## src/hw/rtl/tpp_pkg.sv

```systemverilog
// ----------------------------------------------------------------------------
// tpp_pkg: shared types and constants for the transfer packet parser
// Result beat layout, push strobes, status and item codes, packet constants.
// ----------------------------------------------------------------------------
package tpp_pkg;

  // output queue depth; must leave room for two beats per input byte
  localparam int unsigned OUTQ_DEPTH = 4;

  localparam logic [7:0] PKT_TYPE_DATA  = 8'h02;
  localparam logic [7:0] TAG_FILE_SIZE  = 8'h00;
  localparam logic [7:0] TAG_FILE_NAME  = 8'h01;
  localparam logic [7:0] SIZE_MAX_BYTES = 8'd8;
  localparam logic [8:0] NAME_CAP_RESET = 9'd256;

  localparam logic [1:0] KIND_PAYLOAD = 2'd0;
  localparam logic [1:0] KIND_NAME    = 2'd1;
  localparam logic [1:0] KIND_SUMMARY = 2'd2;

  localparam logic [2:0] ST_OK        = 3'd0;
  localparam logic [2:0] ST_TRUNC     = 3'd1;
  localparam logic [2:0] ST_BAD_SIZE  = 3'd2;
  localparam logic [2:0] ST_BAD_NAME  = 3'd3;
  localparam logic [2:0] ST_MISSING   = 3'd4;

  typedef struct packed {
    logic [1:0]  item_kind;
    logic [7:0]  out_byte;
    logic [7:0]  packet_type;
    logic [2:0]  status;
    logic [63:0] file_size;
    logic [7:0]  name_length;
    logic [7:0]  sequence_res;
    logic [15:0] payload_length;
    logic        last_of_run;
  } res_t;

  // beats produced by one accepted byte: forwarded byte first, then summary
  typedef struct packed {
    logic fwd;
    logic sum;
  } push_t;

endpackage

```

## src/hw/rtl/transfer_packet_parser.sv

```systemverilog
// ----------------------------------------------------------------------------
// transfer_packet_parser: streaming TLV transfer packet parser
// Parses data and control packets byte by byte and emits forwarded bytes
// and a per-packet summary beat.
// ----------------------------------------------------------------------------
// Usage:
//   Input channel (in_*): one packet byte per beat, in_end_of_packet on the
//   last byte. Output channel (out_*): payload bytes, file name bytes and one
//   summary beat per packet (out_last_of_run high, status in out_status).
//   cfg_wr_en / cfg_wr_data load name_capacity; write only while idle.
// Result beats are formed from the accepted byte and registered into the output queue.
// Throughput: one input beat per cycle. A byte yields at most two beats (a
//   forwarded byte plus the summary), so the output side sets the pace: the
//   queue of OutDepth beats must have two free slots before a byte is taken.
// Stall: out_stall holds the head beat; once fewer than two queue slots are
//   free, in_stall rises and input stops until space frees up. Nothing is
//   dropped.
// Reset: synchronous, active low; parser awaits a packet's first byte,
//   the queue is empty and name_capacity returns to 256.
// ----------------------------------------------------------------------------
module transfer_packet_parser import tpp_pkg::*; #(
  parameter int unsigned OutDepth = OUTQ_DEPTH
) (
  input  logic        clk,
  input  logic        rst_n,
  // byte input
  input  logic        in_valid,
  output logic        in_stall,
  input  logic [7:0]  in_byte_value,
  input  logic        in_end_of_packet,
  // result output
  output logic        out_valid,
  input  logic        out_stall,
  output logic [1:0]  out_item_kind,
  output logic [7:0]  out_out_byte,
  output logic [7:0]  out_packet_type,
  output logic [2:0]  out_status,
  output logic [63:0] out_file_size,
  output logic [7:0]  out_name_length,
  output logic [7:0]  out_sequence_res,
  output logic [15:0] out_payload_length,
  output logic        out_last_of_run,
  // config
  input  logic        cfg_wr_en,
  input  logic [8:0]  cfg_wr_data
);

  logic [8:0] name_capacity_r;
  logic       accept;
  logic       pop;
  logic       room2;
  res_t       fwd_item;
  res_t       sum_item;
  res_t       head;
  push_t      push;

  // name length limit register
  always_ff @(posedge clk) begin
    if (!rst_n) begin
      name_capacity_r <= NAME_CAP_RESET;
    end else if (cfg_wr_en) begin
      name_capacity_r <= cfg_wr_data;
    end
  end

  // take a byte only when the queue can absorb its worst case of two beats
  assign in_stall = !room2;
  assign accept   = in_valid && !in_stall;
  assign pop      = out_valid && !out_stall;

  tpp_parse u_parse (
    .clk           (clk),
    .rst_n         (rst_n),
    .accept        (accept),
    .byte_value    (in_byte_value),
    .end_of_packet (in_end_of_packet),
    .name_capacity (name_capacity_r),
    .fwd_item      (fwd_item),
    .sum_item      (sum_item),
    .push          (push)
  );

  tpp_outq #(
    .Depth (OutDepth)
  ) u_outq (
    .clk       (clk),
    .rst_n     (rst_n),
    .push      (push),
    .fwd_item  (fwd_item),
    .sum_item  (sum_item),
    .pop       (pop),
    .head      (head),
    .not_empty (out_valid),
    .room2     (room2)
  );

  assign out_item_kind      = head.item_kind;
  assign out_out_byte       = head.out_byte;
  assign out_packet_type    = head.packet_type;
  assign out_status         = head.status;
  assign out_file_size      = head.file_size;
  assign out_name_length    = head.name_length;
  assign out_sequence_res   = head.sequence_res;
  assign out_payload_length = head.payload_length;
  assign out_last_of_run    = head.last_of_run;

endmodule

```

## src/hw/rtl/tpp_parse.sv

```systemverilog
// ----------------------------------------------------------------------------
// tpp_parse: per-byte packet parse state
// Updates the parse state on each accepted byte and forms the forwarded
// byte beat and the end-of-packet summary beat.
// ----------------------------------------------------------------------------
module tpp_parse import tpp_pkg::*; (
  input  logic       clk,
  input  logic       rst_n,
  input  logic       accept,
  input  logic [7:0] byte_value,
  input  logic       end_of_packet,
  input  logic [8:0] name_capacity,
  output res_t       fwd_item,
  output res_t       sum_item,
  output push_t      push
);

  typedef enum logic [2:0] {
    PH_FIRST,
    PH_TAG,
    PH_LEN,
    PH_VALUE,
    PH_DATA_HDR,
    PH_PAYLOAD,
    PH_SKIP
  } phase_t;

  phase_t      phase_r, phase_nxt;
  logic [1:0]  hdr_cnt_r, hdr_cnt_nxt;      // data header byte index
  logic [7:0]  tag_r, tag_nxt;
  logic [15:0] remain_r, remain_nxt;
  logic [63:0] size_acc_r, size_acc_nxt;
  logic        size_seen_r, size_seen_nxt;
  logic        name_seen_r, name_seen_nxt;
  logic [2:0]  status_r, status_nxt;        // first error, latched
  logic [2:0]  vbad_r, vbad_nxt;            // pending bad-length code
  logic [7:0]  type_r, type_nxt;
  logic [7:0]  seq_r, seq_nxt;
  logic [7:0]  name_len_r, name_len_nxt;
  logic [15:0] plen_r, plen_nxt;

  logic        fwd_emit;
  logic        fin;
  logic        is_data;
  logic [2:0]  st;

  always_comb begin
    phase_nxt     = phase_r;
    hdr_cnt_nxt   = hdr_cnt_r;
    tag_nxt       = tag_r;
    remain_nxt    = remain_r;
    size_acc_nxt  = size_acc_r;
    size_seen_nxt = size_seen_r;
    name_seen_nxt = name_seen_r;
    status_nxt    = status_r;
    vbad_nxt      = vbad_r;
    type_nxt      = type_r;
    seq_nxt       = seq_r;
    name_len_nxt  = name_len_r;
    plen_nxt      = plen_r;
    fwd_emit      = 1'b0;
    fin           = 1'b0;
    is_data       = 1'b0;
    st            = ST_OK;

    fwd_item              = '0;
    fwd_item.out_byte     = byte_value;
    fwd_item.packet_type  = type_r;
    fwd_item.item_kind    = KIND_PAYLOAD;

    case (phase_r)
      PH_FIRST: begin
        type_nxt    = byte_value;
        hdr_cnt_nxt = 2'd0;
        phase_nxt   = (byte_value == PKT_TYPE_DATA) ? PH_DATA_HDR : PH_TAG;
      end
      PH_TAG: begin
        tag_nxt   = byte_value;
        phase_nxt = PH_LEN;
      end
      PH_LEN: begin
        remain_nxt = {8'h00, byte_value};
        vbad_nxt   = ST_OK;
        if (tag_r == TAG_FILE_SIZE) begin
          if (byte_value == 8'h00 || byte_value > SIZE_MAX_BYTES) begin
            vbad_nxt = ST_BAD_SIZE;
          end else begin
            size_acc_nxt = '0;
          end
        end else if (tag_r == TAG_FILE_NAME) begin
          if (byte_value == 8'h00 || {1'b0, byte_value} >= name_capacity) begin
            vbad_nxt = ST_BAD_NAME;
          end else begin
            name_len_nxt = byte_value;
          end
        end
        if (byte_value == 8'h00) begin
          fin = 1'b1;
        end else begin
          phase_nxt = PH_VALUE;
        end
      end
      PH_VALUE: begin
        if (vbad_r == ST_OK) begin
          if (tag_r == TAG_FILE_SIZE) begin
            size_acc_nxt = {size_acc_r[55:0], byte_value};
          end else if (tag_r == TAG_FILE_NAME) begin
            fwd_emit           = 1'b1;
            fwd_item.item_kind = KIND_NAME;
          end
        end
        remain_nxt = remain_r - 16'd1;
        if (remain_nxt == 16'd0) begin
          fin = 1'b1;
        end
      end
      PH_DATA_HDR: begin
        hdr_cnt_nxt = hdr_cnt_r + 2'd1;
        case (hdr_cnt_r)
          2'd0: seq_nxt = byte_value;
          2'd1: plen_nxt = {8'h00, byte_value};
          default: begin
            plen_nxt   = {byte_value, plen_r[7:0]};
            remain_nxt = plen_nxt;
            phase_nxt  = (plen_nxt != 16'd0) ? PH_PAYLOAD : PH_SKIP;
          end
        endcase
      end
      PH_PAYLOAD: begin
        fwd_emit   = 1'b1;
        remain_nxt = remain_r - 16'd1;
        if (remain_nxt == 16'd0) begin
          phase_nxt = PH_SKIP;
        end
      end
      default: ;
    endcase

    // value complete: latch a pending bad length, else mark the tag seen
    if (fin) begin
      if (vbad_nxt != ST_OK) begin
        status_nxt = vbad_nxt;
        phase_nxt  = PH_SKIP;
      end else begin
        if (tag_r == TAG_FILE_SIZE) begin
          size_seen_nxt = 1'b1;
        end else if (tag_r == TAG_FILE_NAME) begin
          name_seen_nxt = 1'b1;
        end
        phase_nxt = PH_TAG;
      end
    end

    // summary beat, built from the post-update state
    is_data = (type_nxt == PKT_TYPE_DATA);
    st      = status_nxt;
    if (st == ST_OK) begin
      if (phase_nxt == PH_VALUE || phase_nxt == PH_DATA_HDR ||
          phase_nxt == PH_PAYLOAD) begin
        st = ST_TRUNC;
      end else if (!is_data && (!size_seen_nxt || !name_seen_nxt)) begin
        st = ST_MISSING;
      end
    end
    sum_item             = '0;
    sum_item.item_kind   = KIND_SUMMARY;
    sum_item.packet_type = type_nxt;
    sum_item.status      = st;
    sum_item.last_of_run = 1'b1;
    if (!is_data && st == ST_OK) begin
      sum_item.file_size   = size_acc_nxt;
      sum_item.name_length = name_len_nxt;
    end
    if (is_data) begin
      sum_item.sequence_res   = seq_nxt;
      sum_item.payload_length = (phase_nxt == PH_DATA_HDR) ? 16'd0 : plen_nxt;
    end

    // packet done: back to a clean slate
    if (end_of_packet) begin
      phase_nxt     = PH_FIRST;
      hdr_cnt_nxt   = 2'd0;
      tag_nxt       = '0;
      remain_nxt    = '0;
      size_acc_nxt  = '0;
      size_seen_nxt = 1'b0;
      name_seen_nxt = 1'b0;
      status_nxt    = ST_OK;
      vbad_nxt      = ST_OK;
      type_nxt      = '0;
      seq_nxt       = '0;
      name_len_nxt  = '0;
      plen_nxt      = '0;
    end
  end

  assign push.fwd = accept & fwd_emit;
  assign push.sum = accept & end_of_packet;

  always_ff @(posedge clk) begin
    if (!rst_n) begin
      phase_r     <= PH_FIRST;
      hdr_cnt_r   <= 2'd0;
      tag_r       <= '0;
      remain_r    <= '0;
      size_acc_r  <= '0;
      size_seen_r <= 1'b0;
      name_seen_r <= 1'b0;
      status_r    <= ST_OK;
      vbad_r      <= ST_OK;
      type_r      <= '0;
      seq_r       <= '0;
      name_len_r  <= '0;
      plen_r      <= '0;
    end else if (accept) begin
      phase_r     <= phase_nxt;
      hdr_cnt_r   <= hdr_cnt_nxt;
      tag_r       <= tag_nxt;
      remain_r    <= remain_nxt;
      size_acc_r  <= size_acc_nxt;
      size_seen_r <= size_seen_nxt;
      name_seen_r <= name_seen_nxt;
      status_r    <= status_nxt;
      vbad_r      <= vbad_nxt;
      type_r      <= type_nxt;
      seq_r       <= seq_nxt;
      name_len_r  <= name_len_nxt;
      plen_r      <= plen_nxt;
    end
  end

endmodule

```

## src/hw/rtl/tpp_outq.sv

```systemverilog
// ----------------------------------------------------------------------------
// tpp_outq: result beat queue
// Small register queue taking up to two beats per cycle and giving one when popped.
// ----------------------------------------------------------------------------
module tpp_outq import tpp_pkg::*; #(
  parameter int unsigned Depth = OUTQ_DEPTH
) (
  input  logic  clk,
  input  logic  rst_n,
  input  push_t push,
  input  res_t  fwd_item,
  input  res_t  sum_item,
  input  logic  pop,
  output res_t  head,
  output logic  not_empty,
  output logic  room2
);

  localparam int unsigned PtrW = (Depth > 1) ? $clog2(Depth) : 1;
  localparam int unsigned CntW = $clog2(Depth + 1);

  res_t            mem [Depth];
  logic [PtrW-1:0] wr_ptr_r, wr_ptr_nxt, wr_ptr_p1;
  logic [PtrW-1:0] rd_ptr_r, rd_ptr_nxt;
  logic [CntW-1:0] cnt_r, cnt_nxt;

  function automatic logic [PtrW-1:0] ptr_inc(input logic [PtrW-1:0] p);
    ptr_inc = (p == PtrW'(Depth - 1)) ? '0 : p + 1'b1;
  endfunction

  assign wr_ptr_p1  = ptr_inc(wr_ptr_r);
  assign wr_ptr_nxt = (push.fwd && push.sum) ? ptr_inc(wr_ptr_p1) :
                      (push.fwd || push.sum) ? wr_ptr_p1 : wr_ptr_r;
  assign rd_ptr_nxt = pop ? ptr_inc(rd_ptr_r) : rd_ptr_r;
  assign cnt_nxt    = cnt_r + CntW'(push.fwd) + CntW'(push.sum) - CntW'(pop);

  assign head      = mem[rd_ptr_r];
  assign not_empty = (cnt_r != '0);
  assign room2     = (cnt_r <= CntW'(Depth - 2));

  always_ff @(posedge clk) begin
    if (push.fwd) begin
      mem[wr_ptr_r] <= fwd_item;
    end
    if (push.sum) begin
      mem[push.fwd ? wr_ptr_p1 : wr_ptr_r] <= sum_item;
    end
  end

  always_ff @(posedge clk) begin
    if (!rst_n) begin
      wr_ptr_r <= '0;
      rd_ptr_r <= '0;
      cnt_r    <= '0;
    end else begin
      wr_ptr_r <= wr_ptr_nxt;
      rd_ptr_r <= rd_ptr_nxt;
      cnt_r    <= cnt_nxt;
    end
  end

endmodule

```

## config.mk

```make
export PLATFORM = sky130hd
export DESIGN_NAME = transfer_packet_parser
export DESIGN_NICKNAME = d
export VERILOG_FILES = /design/src/hw/rtl/tpp_pkg.sv /design/src/hw/rtl/transfer_packet_parser.sv /design/src/hw/rtl/tpp_parse.sv /design/src/hw/rtl/tpp_outq.sv
export SDC_FILE = /design/constraint.sdc
export NUM_CORES = 1
export LEC_CHECK = 0
export ABC_AREA = 1
export ABC_CLOCK_PERIOD_IN_PS = 6400
export BUFFER_PORTS_ARGS = -buffer_cell sky130_fd_sc_hd__buf_2
export CAP_MARGIN = 15
export CORE_MARGIN = 10
export CORE_UTILIZATION = 60
export CTS_BUF_LIST = sky130_fd_sc_hd__clkbuf_4 sky130_fd_sc_hd__clkbuf_8
export DETAILED_ROUTE_END_ITERATION = 10
export PLACE_DENSITY = 0.89
export SYNTH_ARGS = -nofsm -noshare
export SYNTH_HDL_FRONTEND = slang
export SYNTH_SLANG_ARGS = --single-unit
```

## constraint.sdc

```tcl
create_clock -name clk -period 6.4 [get_ports clk]
set_input_delay 0.64 -clock clk [delete_from_list [all_inputs] [get_ports clk]]
set_output_delay 0.64 -clock clk [all_outputs]
set_load 0.005 [all_outputs]
```

==> impl_metrics.csv <==
group,metric,value,unit
status,status,"finished clean",
timing,rsz0062_at_grt,"false",
global_routing,grt_max_degree,101,
clock_tree,post-cts-setup-buffers,0,
timing,fin_skew,0.0597,ns
route,detail_route.vias_per_cell,6.15,
critical_path,worstSetupEndpointType,"flip-flop",
critical_path,cp_slowest_cell,"nand2_4",
floorplan,io_pins,143,
yosys,synth_top_area_share,45.2,%
cells_and_area,area_growth,9.80,%
clock_tree,ctsHoldBuffers,0,
power_and_ir_drop,leakage,10.2,nW
critical_path,crit_chain,"inv_2, a21oi_2, inv_2, nor2_2, inv_2, nor4_4, nand2_2, a21oi_4, inv_2, nand2_1, o21ai_2, or2_4, nor2_4, clkinv_2, nand2_4, buf_4",
critical_path,crit_path_end,"u_outq.mem[3][15]$_DFFE_PP_",
place,portBuffers,142,
timing,slew_headroom,26.5,%
route,totalWireLength,77800,um
critical_path,r2r-end,"u_outq.mem[3][15]$_DFFE_PP_",
route,dr.first_iter.drc_count,3718,
yosys,synth_seq_cells,627,
yosys,yosys-top-cells-count,"nor2_1, nand2_1, edfxtp_1",
route,first_pass_iters,6,
timing,hold_viol_final,0,
global_routing,grt_use_met3,5.11,%
power_and_ir_drop,power.internal,0.00699,W
global_routing,met1_usage,32.6,%
place,place_congestion,0.980,
timing,hold_slack,0.175,ns
power_and_ir_drop,seq_power_share,44.7,%
yosys,async_reset_ff_share,0,%
yosys,yosysTopAreaCell,"edfxtp_1",
clock_tree,cts_resized,0,
yosys,ys_warn_count,0,
route,post_drt_wl_per_cell,19.9,um
critical_path,r2r_slack,1.19,ns
timing,fin_crit_sh,81.4,%
yosys,synth_edf_count,428,
clock_tree,cts_max_level,3,
clock_tree,clockRootBuffer,"clkbuf_8",
global_routing,grt_use_total,26.5,%
critical_path,crit_type,"reg -> reg",
global_routing,antenna_found_initial,1,
route,final_antenna_net_count,0,
clock_tree,clk_pin_slew,0.07,ns
route,remaining_drc_errors,0,
yosys,syn_inst,3187,
critical_path,crit_path_max_incr_delay,0.86,ns
timing,final_max_slew_viol_count,0,
critical_path,reg2reg_from,"u_parse.phase_r[2]$_SDFFE_PN0P_",
timing,setup_viol,0,
clock_tree,cts_buffer_depth,3,
floorplan,initial_utilization,60.9,%
place,hpwl,44500,um
critical_path,critPathRequiredTime,6.71,ns
global_routing,grt_use_met2,44.1,%
timing,finalSetupTns,0,ns
worst_hold_path,hp-class,"in -> reg",
timing,fin_crit,5.21,ns
yosys,avgSynthCellArea,8.93,um2
global_routing,grt_remaining_overflow,0,
yosys,yosysMostFrequentCell,"nor2_1",
cells_and_area,nets,3274,
timing,max_freq,0.192,GHz
critical_path,cp-start-kind,"flip-flop",
critical_path,cp_common_cell,"inv_2",
yosys,synth_ff_type,"edfxtp_1",
yosys,syn_nets,3231,
clock_tree,cts_tree,"yes",
floorplan,die_w,238,um
floorplan,dieArea,56500,um2
power_and_ir_drop,powerDensity,330,nW/um2
route,vias,24100,
critical_path,ff2ff_path_depth,16,
critical_path,crit_start,"u_parse.phase_r[2]$_SDFFE_PN0P_",
floorplan,coreArea,46800,um2
yosys,synthesis.area,28500,um2
cells_and_area,num_antenna_cells,0,
global_routing,grt_pass1_vias,22900,
power_and_ir_drop,vdd_ir_drop_max,0.206,mV
floorplan,dieHeight,238,um
yosys,synth.yosys.seq_area_share,59.2,%
yosys,yosys-top-cells-area,"edfxtp_1, dfxtp_1, nor2_1, nand2_1, o21ai_0",
timing,tightest_slew,1.10,ns
power_and_ir_drop,p_switching,0.00332,W
clock_tree,cts_num_sinks,627,
critical_path,crit_arrival,5.52,ns
power_and_ir_drop,p_sw_share,32.2,%
yosys,ys_types,48,
clock_tree,clock_latency,0.71,ns
cells_and_area,postLayoutCoreUtil,66.8,%
power_and_ir_drop,pwr-share-clk,32.6,%
clock_tree,cts_buffers,91,
power_and_ir_drop,fin_total_pwr,0.0103,W
global_routing,grt_pass1_wl,121000,um
floorplan,rows,79,
power_and_ir_drop,pwr-share-comb,22.7,%
flow_run,drv_cap,0,
cells_and_area,drive_above_1_share,11.8,%
critical_path,worstPathMaxFanout,53,
global_routing,busiest_layer,"met2",
[worst max-delay path, delay by kind of cell (launching register included)]
family | cells | cell delay, ns
AOI/OAI and AO/OA | 3 | 0.50
buffers and inverters | 6 | 1.46
DFF | 1 | 0.44
and+or+nand+nor | 7 | 2.38
[cell families after synthesis]
kind of cell / share of synthesized area [%]
xor gates and xnor gates: 0.0616
buffers and inverters: 5.61
AOI/OAI and AO/OA: 14.1
and+or+nand+nor: 20.0
adders and majority gates: 0.976
DFF: 59.2
[layout make-up]
type / count / area, um2
clock buffers: 140 / 1700
clock inverters: 31 / 228
fillers: 3373 / 15500
inverters: 177 / 682
multi-input cells: 2163 / 10100
flip-flops and latches: 627 / 16800
well taps: 607 / 759
repair buffers: 170 / 946
[stage by stage]
step / cell area, um2 / setup WS (ns) / std cells
final: 31200 / 1.19 / 3915
after global routing: 31200 / 0.908 / 3915
after CTS: 31200 / 1.29 / 3915
after detailed placement: 29300 / 1.35 / 3744
after global placement: 29300 / 1.52 / 3744
after floorplan: 28500 / 1.19 / 3187
[state kept, by name, summed over array words and instances, names as in the netlist, 8 cells and up, named ones only]
| signal | flops |
|---|---|
| name_capacity_r | 9 |
| u_outq.mem | 468 |
| u_parse.name_len_r | 8 |
| u_parse.plen_r | 16 |
| u_parse.remain_r | 16 |
| u_parse.seq_r | 8 |
| u_parse.size_acc_r | 64 |
| u_parse.tag_r | 8 |
| u_parse.type_r | 8 |
[worst min path at each step]
stage,startpoint,to,slack [ns],cells after the start
after floorplan,u_outq.mem[1][0]$_SDFFE_PP1P_,u_outq.mem[1][0]$_SDFFE_PP1P_,0.42,2
after global placement,u_outq.mem[2][0]$_SDFFE_PP1P_,u_outq.mem[2][0]$_SDFFE_PP1P_,0.44,2
after detailed placement,u_outq.mem[3][0]$_SDFFE_PP1P_,u_outq.mem[3][0]$_SDFFE_PP1P_,0.45,2
after CTS,cfg_wr_data[8],name_capacity_r[8]$_SDFFE_PN1P_,0.15,3
after global routing,cfg_wr_data[8],name_capacity_r[8]$_SDFFE_PN1P_,0.17,3
final,cfg_wr_data[8],name_capacity_r[8]$_SDFFE_PN1P_,0.17,3
[metal layers]
| layer | vias to the layer above | part of all wire [%] |
|---|---|---|
| met5 | - | 0.017 |
| li1 | 11000 | - |
| met3 | 256 | 12 |
| met2 | 1633 | 48 |
| met4 | 2 | 3.8 |
| met1 | 11200 | 36 |
[power by group through the flow]
stage               sequential [W]  combinational, W  clock [W]
global placement           0.00468           0.00228          0
finish                     0.00461           0.00234    0.00337
floorplan                  0.00462           0.00139          0
global route               0.00463           0.00253    0.00354
detailed placement         0.00469           0.00231          0
CTS                        0.00461           0.00232    0.00337
[cells in the final DEF, fill, tap and decap left out, types with 4 or more instances in the layout]
| master | synthesis | final |
|---|---|---|
| nor2_1 | 726 | 725 |
| inv_2 | 10 | 7 |
| a21oi_1 | 192 | 192 |
| o22ai_1 | 193 | 193 |
| inv_1 | 160 | 159 |
| clkinv_2 | 0 | 12 |
| clkbuf_4 | 0 | 37 |
| buf_2 | 25 | 142 |
| or2_2 | 4 | 4 |
| dfxtp_1 | 199 | 197 |
| inv_4 | 1 | 4 |
| nand3b_1 | 8 | 8 |
| nand4_1 | 5 | 5 |
| clkinv_1 | 6 | 19 |
| ha_1 | 19 | 19 |
| a22oi_1 | 18 | 18 |
| nand3_2 | 15 | 15 |
| nand2_4 | 0 | 5 |
| clkbuf_8 | 0 | 103 |
| nor2_2 | 5 | 5 |
| edfxtp_1 | 428 | 428 |
| nor3_1 | 6 | 6 |
| nand2_2 | 3 | 4 |
| o21ai_0 | 319 | 319 |
| nand3_1 | 130 | 130 |
| nand2_1 | 486 | 480 |
| buf_4 | 13 | 26 |
| nor2_4 | 5 | 6 |
No activity file was read; power rests on OpenSTA's default activity.
